### src/rtl/crli_pkg.sv
// ----------------------------------------------------------------------------
// crli_pkg
// Shared types and constants of the circular record log index unit.
// ----------------------------------------------------------------------------
package crli_pkg;

   localparam int DEPTH_DEFAULT = 256;

   localparam int FIELD_W     = 16;
   localparam int BASE_W      = 16;
   localparam int SIZE_W      = 9;
   localparam int ADDR_W      = 17;
   localparam int COUNT_OUT_W = 9;
   localparam int CSR_DATA_W  = 16;
   localparam int CSR_IDX_W   = 1;
   localparam int MODE_W      = 3;
   localparam int REQ_DATA_W  = 40;
   localparam int RSP_DATA_W  = 32;

   localparam logic [BASE_W-1:0] BASE_ADDRESS_RESET = '0;
   localparam logic [SIZE_W-1:0] RECORD_SIZE_RESET  = 9'd16;

   localparam logic [CSR_IDX_W-1:0] CSR_BASE_ADDRESS = 1'd0;
   localparam logic [CSR_IDX_W-1:0] CSR_RECORD_SIZE  = 1'd1;

   typedef enum logic [MODE_W-1:0] {
      MODE_APPEND      = 3'd0,
      MODE_READ_UNSENT = 3'd1,
      MODE_READ_LATEST = 3'd2,
      MODE_ADVANCE     = 3'd3,
      MODE_CLEAR       = 3'd4
   } mode_type;

   typedef struct packed {
      mode_type           mode;
      logic [FIELD_W-1:0] offset;
      logic [FIELD_W-1:0] advance_by;
      logic               write_failed;
   } crli_cmd_type;

   // ok in the lowest bit, then address, then stored_count
   typedef struct packed {
      logic [COUNT_OUT_W-1:0] stored_count;
      logic [ADDR_W-1:0]      address;
      logic                   ok;
   } crli_rsp_type;

endpackage

### src/rtl/circular_record_log_index_unit.sv
// ----------------------------------------------------------------------------
// circular_record_log_index_unit
// Index manager for a ring of record slots that overwrites the oldest record.
// ----------------------------------------------------------------------------
// One command word is taken every cycle unless rsp_tready holds the output
// back, and result words leave in command order through four registered
// stages (advance count quotient, remainder fix-up, index update, address
// multiply-add). The index and count registers update on each command taken,
// so back-to-back commands see each other's effect. No pass runs after reset.
module circular_record_log_index_unit import crli_pkg::*; #(
   parameter int DEPTH = DEPTH_DEFAULT
) (
   input  logic                    clock,
   input  logic                    reset,
   input  logic                    req_tvalid,
   output logic                    req_tready,
   // offset [15:0], advance_by [31:16], write_failed [32], zero [39:33]
   input  logic [REQ_DATA_W-1:0]   req_tdata,
   // mode [2:0]
   input  logic [MODE_W-1:0]       req_tuser,
   output logic                    rsp_tvalid,
   input  logic                    rsp_tready,
   // ok [0], address [17:1], stored_count [26:18], zero [31:27]
   output logic [RSP_DATA_W-1:0]   rsp_tdata,
   input  logic                    csr_wen,
   input  logic [CSR_IDX_W-1:0]    csr_index,
   input  logic [CSR_DATA_W-1:0]   csr_wdata
);

   localparam int IDX_W = $clog2(DEPTH);
   localparam int CNT_W = $clog2(DEPTH+1);

   logic [BASE_W-1:0] base_ff;
   logic [SIZE_W-1:0] size_ff;

   crli_cmd_type      req_cmd;
   logic              am_ready;
   logic              am_valid, core_ready;
   crli_cmd_type      am_cmd;
   logic [IDX_W-1:0]  am_adv;
   logic              core_valid, addr_ready;
   logic              core_ok;
   logic [IDX_W-1:0]  core_slot;
   logic [CNT_W-1:0]  core_count;
   crli_rsp_type      rsp;

   always_ff @(posedge clock) begin
      if (reset) begin
         base_ff <= BASE_ADDRESS_RESET;
         size_ff <= RECORD_SIZE_RESET;
      end else if (csr_wen) begin
         unique case (csr_index)
            CSR_BASE_ADDRESS: base_ff <= csr_wdata[BASE_W-1:0];
            CSR_RECORD_SIZE:  size_ff <= csr_wdata[SIZE_W-1:0];
            default: begin
            end
         endcase
      end
   end

   always_comb begin
      req_cmd.mode         = mode_type'(req_tuser);
      req_cmd.offset       = req_tdata[FIELD_W-1:0];
      req_cmd.advance_by   = req_tdata[2*FIELD_W-1:FIELD_W];
      req_cmd.write_failed = req_tdata[2*FIELD_W];
   end

   assign req_tready = am_ready && !reset;

   crli_advmod #(.DEPTH(DEPTH)) u_advmod (
      .clock     (clock),
      .reset     (reset),
      .in_valid  (req_tvalid && !reset),
      .in_ready  (am_ready),
      .in_cmd    (req_cmd),
      .out_valid (am_valid),
      .out_ready (core_ready),
      .out_cmd   (am_cmd),
      .out_adv   (am_adv)
   );

   crli_core #(.DEPTH(DEPTH)) u_core (
      .clock     (clock),
      .reset     (reset),
      .in_valid  (am_valid),
      .in_ready  (core_ready),
      .in_cmd    (am_cmd),
      .in_adv    (am_adv),
      .out_valid (core_valid),
      .out_ready (addr_ready),
      .out_ok    (core_ok),
      .out_slot  (core_slot),
      .out_count (core_count)
   );

   crli_addr #(.DEPTH(DEPTH)) u_addr (
      .clock        (clock),
      .reset        (reset),
      .base_address (base_ff),
      .record_size  (size_ff),
      .in_valid     (core_valid),
      .in_ready     (addr_ready),
      .in_ok        (core_ok),
      .in_slot      (core_slot),
      .in_count     (core_count),
      .out_valid    (rsp_tvalid),
      .out_ready    (rsp_tready),
      .out_rsp      (rsp)
   );

   assign rsp_tdata = {(RSP_DATA_W - $bits(crli_rsp_type))'(0), rsp};

endmodule

### src/rtl/crli_advmod.sv
// ----------------------------------------------------------------------------
// crli_advmod
// Two-stage reduction of the advance count modulo the ring depth.
// ----------------------------------------------------------------------------
module crli_advmod import crli_pkg::*; #(
   parameter int DEPTH = DEPTH_DEFAULT
) (
   input  logic                       clock,
   input  logic                       reset,
   input  logic                       in_valid,
   output logic                       in_ready,
   input  crli_cmd_type               in_cmd,
   output logic                       out_valid,
   input  logic                       out_ready,
   output crli_cmd_type               out_cmd,
   output logic [$clog2(DEPTH)-1:0]   out_adv
);

   localparam int IDX_W    = $clog2(DEPTH);
   localparam int RECIP_SH = 17;
   localparam int PROD_W   = FIELD_W + RECIP_SH + 1;
   localparam logic [RECIP_SH:0]  RECIP   = (RECIP_SH+1)'((2**RECIP_SH) / DEPTH);
   localparam logic [FIELD_W-1:0] DEPTH_F = FIELD_W'(DEPTH);

   logic                 a_valid_ff, a_valid_in;
   crli_cmd_type         a_cmd_ff;
   logic [FIELD_W-1:0]   a_quot_ff, a_quot_in;
   logic                 b_valid_ff, b_valid_in;
   crli_cmd_type         b_cmd_ff;
   logic [IDX_W-1:0]     b_adv_ff, b_adv_in;
   logic                 a_ready, b_ready;
   logic [PROD_W-1:0]    prod;
   logic [FIELD_W-1:0]   quot_mul, rem;

   assign b_ready  = !b_valid_ff || out_ready;
   assign a_ready  = !a_valid_ff || b_ready;
   assign in_ready = a_ready;

   // quotient estimate, low by at most one
   assign prod      = PROD_W'(in_cmd.advance_by) * PROD_W'(RECIP);
   assign a_quot_in = prod[RECIP_SH +: FIELD_W];

   assign quot_mul  = a_quot_ff * DEPTH_F;
   assign rem       = a_cmd_ff.advance_by - quot_mul;
   assign b_adv_in  = (rem >= DEPTH_F) ? IDX_W'(rem - DEPTH_F) : IDX_W'(rem);

   assign a_valid_in = a_ready ? in_valid : a_valid_ff;
   assign b_valid_in = b_ready ? a_valid_ff : b_valid_ff;

   always_ff @(posedge clock) begin
      if (reset) begin
         a_valid_ff <= 1'b0;
         b_valid_ff <= 1'b0;
      end else begin
         a_valid_ff <= a_valid_in;
         b_valid_ff <= b_valid_in;
      end
      if (in_valid && a_ready) begin
         a_cmd_ff  <= in_cmd;
         a_quot_ff <= a_quot_in;
      end
      if (a_valid_ff && b_ready) begin
         b_cmd_ff <= a_cmd_ff;
         b_adv_ff <= b_adv_in;
      end
   end

   assign out_valid = b_valid_ff;
   assign out_cmd   = b_cmd_ff;
   assign out_adv   = b_adv_ff;

endmodule

### src/rtl/crli_core.sv
// ----------------------------------------------------------------------------
// crli_core
// Write index, read index and record count; picks the slot for each command.
// ----------------------------------------------------------------------------
module crli_core import crli_pkg::*; #(
   parameter int DEPTH = DEPTH_DEFAULT
) (
   input  logic                         clock,
   input  logic                         reset,
   input  logic                         in_valid,
   output logic                         in_ready,
   input  crli_cmd_type                 in_cmd,
   input  logic [$clog2(DEPTH)-1:0]     in_adv,
   output logic                         out_valid,
   input  logic                         out_ready,
   output logic                         out_ok,
   output logic [$clog2(DEPTH)-1:0]     out_slot,
   output logic [$clog2(DEPTH+1)-1:0]   out_count
);

   localparam int IDX_W = $clog2(DEPTH);
   localparam int CNT_W = $clog2(DEPTH+1);
   localparam logic [IDX_W:0]   DEPTH_X  = (IDX_W+1)'(DEPTH);
   localparam logic [IDX_W-1:0] LAST_IDX = IDX_W'(DEPTH-1);
   localparam logic [CNT_W-1:0] DEPTH_C  = CNT_W'(DEPTH);

   logic [IDX_W-1:0] widx_ff, widx_in;
   logic [IDX_W-1:0] ridx_ff, ridx_in;
   logic [CNT_W-1:0] cnt_ff, cnt_in;
   logic             valid_ff, valid_in;
   logic             ok_ff, ok_in;
   logic [IDX_W-1:0] slot_ff, slot_in;
   logic [CNT_W-1:0] cnt_out_ff;
   logic             take;
   logic             in_range;
   logic [IDX_W-1:0] off_idx;
   logic [IDX_W-1:0] unsent_slot, latest_slot;

   function automatic logic [IDX_W-1:0] wrap_add(input logic [IDX_W-1:0] a,
                                                 input logic [IDX_W-1:0] b);
      logic [IDX_W:0] sum;
      sum = {1'b0, a} + {1'b0, b};
      if (sum >= DEPTH_X) begin
         sum = sum - DEPTH_X;
      end
      return sum[IDX_W-1:0];
   endfunction

   function automatic logic [IDX_W-1:0] step(input logic [IDX_W-1:0] a);
      return (a == LAST_IDX) ? '0 : a + 1'b1;
   endfunction

   assign in_ready = !valid_ff || out_ready;
   assign take     = in_valid && in_ready;

   assign in_range    = in_cmd.offset < FIELD_W'(cnt_ff);
   assign off_idx     = in_cmd.offset[IDX_W-1:0];
   assign unsent_slot = wrap_add(ridx_ff, off_idx);
   assign latest_slot = wrap_add(widx_ff, LAST_IDX - off_idx);

   always_comb begin
      widx_in = widx_ff;
      ridx_in = ridx_ff;
      cnt_in  = cnt_ff;
      ok_in   = 1'b0;
      slot_in = '0;
      unique case (in_cmd.mode)
         MODE_APPEND: begin
            if (!in_cmd.write_failed) begin
               ok_in   = 1'b1;
               slot_in = widx_ff;
               widx_in = step(widx_ff);
               if (widx_in == ridx_ff) begin
                  ridx_in = step(ridx_ff);
               end
               if (cnt_ff < DEPTH_C) begin
                  cnt_in = cnt_ff + 1'b1;
               end
            end
         end
         MODE_READ_UNSENT: begin
            if (in_range && (unsent_slot != widx_ff)) begin
               ok_in   = 1'b1;
               slot_in = unsent_slot;
            end
         end
         MODE_READ_LATEST: begin
            if (in_range) begin
               ok_in   = 1'b1;
               slot_in = latest_slot;
            end
         end
         MODE_ADVANCE: begin
            ridx_in = wrap_add(ridx_ff, in_adv);
            ok_in   = 1'b1;
            slot_in = ridx_in;
         end
         MODE_CLEAR: begin
            ridx_in = widx_ff;
            cnt_in  = '0;
            ok_in   = 1'b1;
            slot_in = widx_ff;
         end
         default: begin
         end
      endcase
   end

   assign valid_in = in_ready ? in_valid : valid_ff;

   always_ff @(posedge clock) begin
      if (reset) begin
         widx_ff  <= '0;
         ridx_ff  <= '0;
         cnt_ff   <= '0;
         valid_ff <= 1'b0;
      end else begin
         valid_ff <= valid_in;
         if (take) begin
            widx_ff <= widx_in;
            ridx_ff <= ridx_in;
            cnt_ff  <= cnt_in;
         end
      end
      if (take) begin
         ok_ff      <= ok_in;
         slot_ff    <= slot_in;
         cnt_out_ff <= cnt_in;
      end
   end

   assign out_valid = valid_ff;
   assign out_ok    = ok_ff;
   assign out_slot  = slot_ff;
   assign out_count = cnt_out_ff;

endmodule

### src/rtl/crli_addr.sv
// ----------------------------------------------------------------------------
// crli_addr
// Forms the record address and holds the result word for the output side.
// ----------------------------------------------------------------------------
module crli_addr import crli_pkg::*; #(
   parameter int DEPTH = DEPTH_DEFAULT
) (
   input  logic                         clock,
   input  logic                         reset,
   input  logic [BASE_W-1:0]            base_address,
   input  logic [SIZE_W-1:0]            record_size,
   input  logic                         in_valid,
   output logic                         in_ready,
   input  logic                         in_ok,
   input  logic [$clog2(DEPTH)-1:0]     in_slot,
   input  logic [$clog2(DEPTH+1)-1:0]   in_count,
   output logic                         out_valid,
   input  logic                         out_ready,
   output crli_rsp_type                 out_rsp
);

   localparam int IDX_W  = $clog2(DEPTH);
   localparam int CNT_W  = $clog2(DEPTH+1);
   localparam int PROD_W = IDX_W + SIZE_W;
   localparam int SUM_W  = PROD_W + BASE_W + 1;

   logic               valid_ff, valid_in;
   crli_rsp_type       rsp_ff, rsp_in;
   logic [PROD_W-1:0]  prod;
   logic [SUM_W-1:0]   sum;
   logic [CNT_W+COUNT_OUT_W-1:0] cnt_wide;

   assign in_ready = !valid_ff || out_ready;
   assign valid_in = in_ready ? in_valid : valid_ff;

   assign prod     = PROD_W'(in_slot) * PROD_W'(record_size);
   assign sum      = SUM_W'(base_address) + SUM_W'(prod);
   assign cnt_wide = {{COUNT_OUT_W{1'b0}}, in_count};

   always_comb begin
      rsp_in.ok           = in_ok;
      rsp_in.address      = in_ok ? sum[ADDR_W-1:0] : '0;
      rsp_in.stored_count = cnt_wide[COUNT_OUT_W-1:0];
   end

   always_ff @(posedge clock) begin
      if (reset) begin
         valid_ff <= 1'b0;
      end else begin
         valid_ff <= valid_in;
      end
      if (in_valid && in_ready) begin
         rsp_ff <= rsp_in;
      end
   end

   assign out_valid = valid_ff;
   assign out_rsp   = rsp_ff;

endmodule

### config.mk
export PLATFORM = sky130hd
export DESIGN_NAME = circular_record_log_index_unit
export DESIGN_NICKNAME = d
export VERILOG_FILES = /design/src/rtl/crli_pkg.sv /design/src/rtl/circular_record_log_index_unit.sv /design/src/rtl/crli_advmod.sv /design/src/rtl/crli_core.sv /design/src/rtl/crli_addr.sv
export SDC_FILE = /design/constraint.sdc
export NUM_CORES = 1
export LEC_CHECK = 0
export BUFFER_PORTS_ARGS = -buffer_cell sky130_fd_sc_hd__buf_4
export CORE_ASPECT_RATIO = 1.4
export CORE_MARGIN = 8
export CORE_UTILIZATION = 60
export CTS_CLUSTER_DIAMETER = 60
export DETAILED_ROUTE_END_ITERATION = 16
export GPL_TIMING_DRIVEN = 0
export PLACE_DENSITY = 0.88
export SYNTH_ARGS = -nofsm -noshare
export SYNTH_HDL_FRONTEND = slang
export SYNTH_SLANG_ARGS = --single-unit
### constraint.sdc
create_clock -name clock -period 5.4 [get_ports clock]
set_clock_uncertainty 0.1 [all_clocks]
set_input_delay 1.08 -clock clock [delete_from_list [all_inputs] [get_ports clock]]
set_output_delay 1.08 -clock clock [all_outputs]
set_load 0.01 [all_outputs]
==> key figures <==
Status
  • Status: finished clean

Route
  • Initial DRC Count: 492
  • Via-to-Cell Ratio: roughly 5.8
  • Final antenna-violating net count: 0
  • Via count: between 7,000 and 8,000
  • Avg WL per Cell: about 18 µm
  • Router iterations before antenna repair: 5
  • DRC viols: 0
  • Final wirelength: approximately 24,000 µm

Setup path
  • Worst stage delay on the critical path: roughly 540 ps
  • Worst setup EP type: flip-flop
  • Crit path kind: flip-flop to flip-flop
  • Cell mode on critical path: fa_1
  • CP Max Fanout: 9
  • Slowest stage cell, crit path: fa_1
  • Worst Path Arrival: 5270 ps
  • CP startpoint kind: flip-flop
  • Crit-path cells: clkbuf_1 > nand2_1 > fa_1 > inv_1 > fa_1 > fa_1 > inv_1 > fa_1 > inv_1 > ha_1 > or3_1 > a2111o_1 > nand3_1 > nand2_1 > o21a_1 > nor3_1 > and3b_1
  • Critical path required time: around 5500 ps

Timing
  • Final period util: a little over nine tenths
  • Maximum clock rate: between 150 and 200 MHz
  • Crit path time final: 5177 ps
  • Hold Vio Cnt, Final: 0
  • TNS Setup: 0 ps
  • Slew Viols, Final: 0
  • Final worst slack: approximately 220 ps
  • Slew margin rel.: a little under a quarter
  • Measured slew at the worst slew-check pin: between 1000 and 1500 ps
  • Setup Viol. Count Final: 0
  • RSZ-0062 raised after global routing: no

Power and ir drop
  • PD cells: approximately 250 nW/µm²
  • Max VDD drop: ~0.29 mV
  • Leakage: 5.025 nW

Cells and area
  • Synth-to-Final Area Change: 14.43%
  • Ant diodes: 0
  • Share of cells above drive strength 1: 11.73%
  • Filler Cell Count: between 1,000 and 1,500
  • Nets: about 1,300

Synthesis
  • Largest family of logic cells by synthesized area: adder cells
  • Post-Syn Area per Cell: approximately 9.9 µm²
  • Synth Area in Adders: 19.91%
  • Post-synth top area share: a little under 30%
  • Synth top area cells: edfxtp_1 29%, fa_1 12%, dfxtp_1 10%, ha_1 8.3%, inv_1 5.2%
  • Seq/Total Area, Yosys: between 30% and 40%
  • Yosys reg bits: ~160
  • Cells after Synth: about 1,000
  • Post-synth top cells: 143 x inv_1, 126 x nand2_1, 101 x edfxtp_1
  • Top FF cell, synth: edfxtp_1
  • Synth Cell Area: about 10,000 µm²
  • Ys Warns: 0
  • Compound-Gate Fraction of Synth Area: between 10% and 20%
  • Post-synthesis simple-gate area fraction: roughly 16%
  • Number of synthesized flops with an enable pin: 101
  • Dominant cell type by area after synthesis: edfxtp_1
  • Count leader, synth: inv_1
  • Ys async rst share: 0%
  • Mux contribution to synthesized area: less than 1%
  • Count of different cell masters after synthesis: 65
  • Synth Area in XOR/XNOR: 4.382%

GRT
  • GRT overflow: 0
  • Largest net degree at the start of global routing: 29
  • First-pass GRT wire length: about 40,000 µm
  • Initial antenna violation count: 0
  • GR Util All Layers: a little under a quarter
  • Vias in the first global route: 8,496

Placed design
  • I/O Buffers: 78
  • Gpl congestion: 0.9804
  • Post-DP HPWL: between 15,000 and 20,000 µm
  • Place WS: around 250 ps

Clocking
  • Clock latency on the worst-skew pair: approximately 430 ps
  • Max Root-Sink Buffers: 2
  • Total CTS buffers: 17
  • TritonCTS clock tree: built
  • H-tree depth: 4
  • Sink Count: around 160
  • Clock Tree Root: clkbuf_16
  • Clock-pin transition on the worst setup and hold timing paths: around 70 ps

Floorplanning
  • Die Height: between 150 and 200 µm
  • Ports: 99
  • Starting Density: between 60 and 70%
  • Die area: 21,690 µm²
  • CORE AREA: approximately 17,000 µm²
  • FP Rows: 56
  • Die Width: 126.8 µm

Min path
  • Hold Path Class: flip-flop to flip-flop

Job
  • MaxCap Viol Count: 0
-- metal layers --
| layer | up-vias | share of wire, % | global-route usage, % |
|---|---|---|---|
| li1 | 3762 | - | - |
| met1 | 3800 | 36 | 22.08 |
| met2 | 274 | 54 | 44.10 |
| met3 | 91 | 4.2 | 4.081 |
| met4 | 0 | 5.2 | 15.62 |
| met5 | - | 0 | 0 |
-- sequential cells by signal, summed over array words and instances, names as in the netlist, 8 cells and up --
name,cells
u_addr.out_rsp,27
u_advmod.a_cmd_ff,28
u_core.out_count,9
u_core.cnt_ff,9
base_ff,16
size_ff,9
u_advmod.out_adv,8
u_core.widx_ff,8
u_core.out_slot,8
u_core.ridx_ff,8
u_advmod.out_cmd,20
-- layout make-up --
class	count	area, µm²	share of cell area, %
multi-input combinational	704	5463	46.31
sequential	155	4114	34.88
timing repair buffer	79	600.6	5.092
inverter	145	544.3	4.614
clock buffer	18	429.2	3.638
tap	203	254.0	2.153
buffer	44	209.0	1.771
clock inverter	14	181.4	1.538
-- where the power goes --
group / total, mW / switching, mW / leakage [nW] / internal (mW)
combinational: 0.419 / 0.234 / 3.35 / 0.185
clock: 1.24 / 0.534 / 0.293 / 0.701
sequential: 1.34 / 0.0244 / 1.38 / 1.31
-- worst paths after layout --
check	end	start	cells after the start	slack, ps
min	u_advmod.out_adv[4]$_DFFE_PP_	u_advmod.a_cmd_ff[5]$_DFFE_PP_	0	320
max reg2reg	u_addr.out_rsp[15]$_SDFFCE_PN0P_	size_ff[6]$_SDFFE_PP0P_	17	220
min reg2reg	u_advmod.out_adv[4]$_DFFE_PP_	u_advmod.a_cmd_ff[5]$_DFFE_PP_	0	320
max	u_addr.out_rsp[15]$_SDFFCE_PN0P_	size_ff[6]$_SDFFE_PP0P_	17	220
-- what timing repair did --
action / CTS / global route
setup buffers: 0 / 0
setup endpoints to repair: 0 / 1
resized for setup: 0 / 0
hold buffers: 0 / 0
-- critical path, delay by kind of cell (launching register included) --
kind	cells	cell delay [ps]
buffers and inverters	4	500
AOI/OAI and AO/OA	2	600
adders and majority gates	5	2270
and+or+nand+nor	6	1140
DFF	1	300
-- through the flow --
stage	total power [mW]	std cells	area, µm²	hold WS [ps]	utilization (%)
floorplan	1.655	1049	10320	300.3	-
finish	2.990	1362	11800	315.6	70.14
global placement	1.755	1330	11160	301.0	66.38
detailed placement	1.776	1331	11190	304.5	66.53
global route	3.114	1362	11800	322.1	70.14
CTS	3.005	1363	11800	316.3	70.16
-- placed cells by master, fill, tap and decap left out, drive strengths merged, types with 5 or more instances in the layout --
master and count:
conb 5, dfxtp 54, xnor2 34, a21o 8, nor2b 10, a211oi 7, and2 51, fa 60
nand4 9, nor3b 5, a221oi 7, o21ai 26, a21oi 72, nor3 26, inv 151, a31oi 6
nand3 18, o21a 7, nor4 5, nand3b 5, xor2 15, edfxtp 101, nand2b 6, o211ai 12
nor2 43, nand2 126, ha 68, clkbuf 46, o21bai 5, and3 10, buf 95
-- logic make-up (layout without fill, tap and decap cells) --
| family | count (synthesis) | in the layout |
|---|---|---|
| buffers and inverters | 190 | 300 |
| flip-flops | 155 | 155 |
| adder cells (fa/ha/maj) | 128 | 128 |
| other | 1 | 5 |
| multiplexers | 5 | 5 |
| XOR/XNOR | 50 | 50 |
| AO/OA/AOI/OAI | 185 | 185 |
| AND/OR/NAND/NOR | 331 | 331 |
No activity file was read; power rests on OpenSTA's default activity.
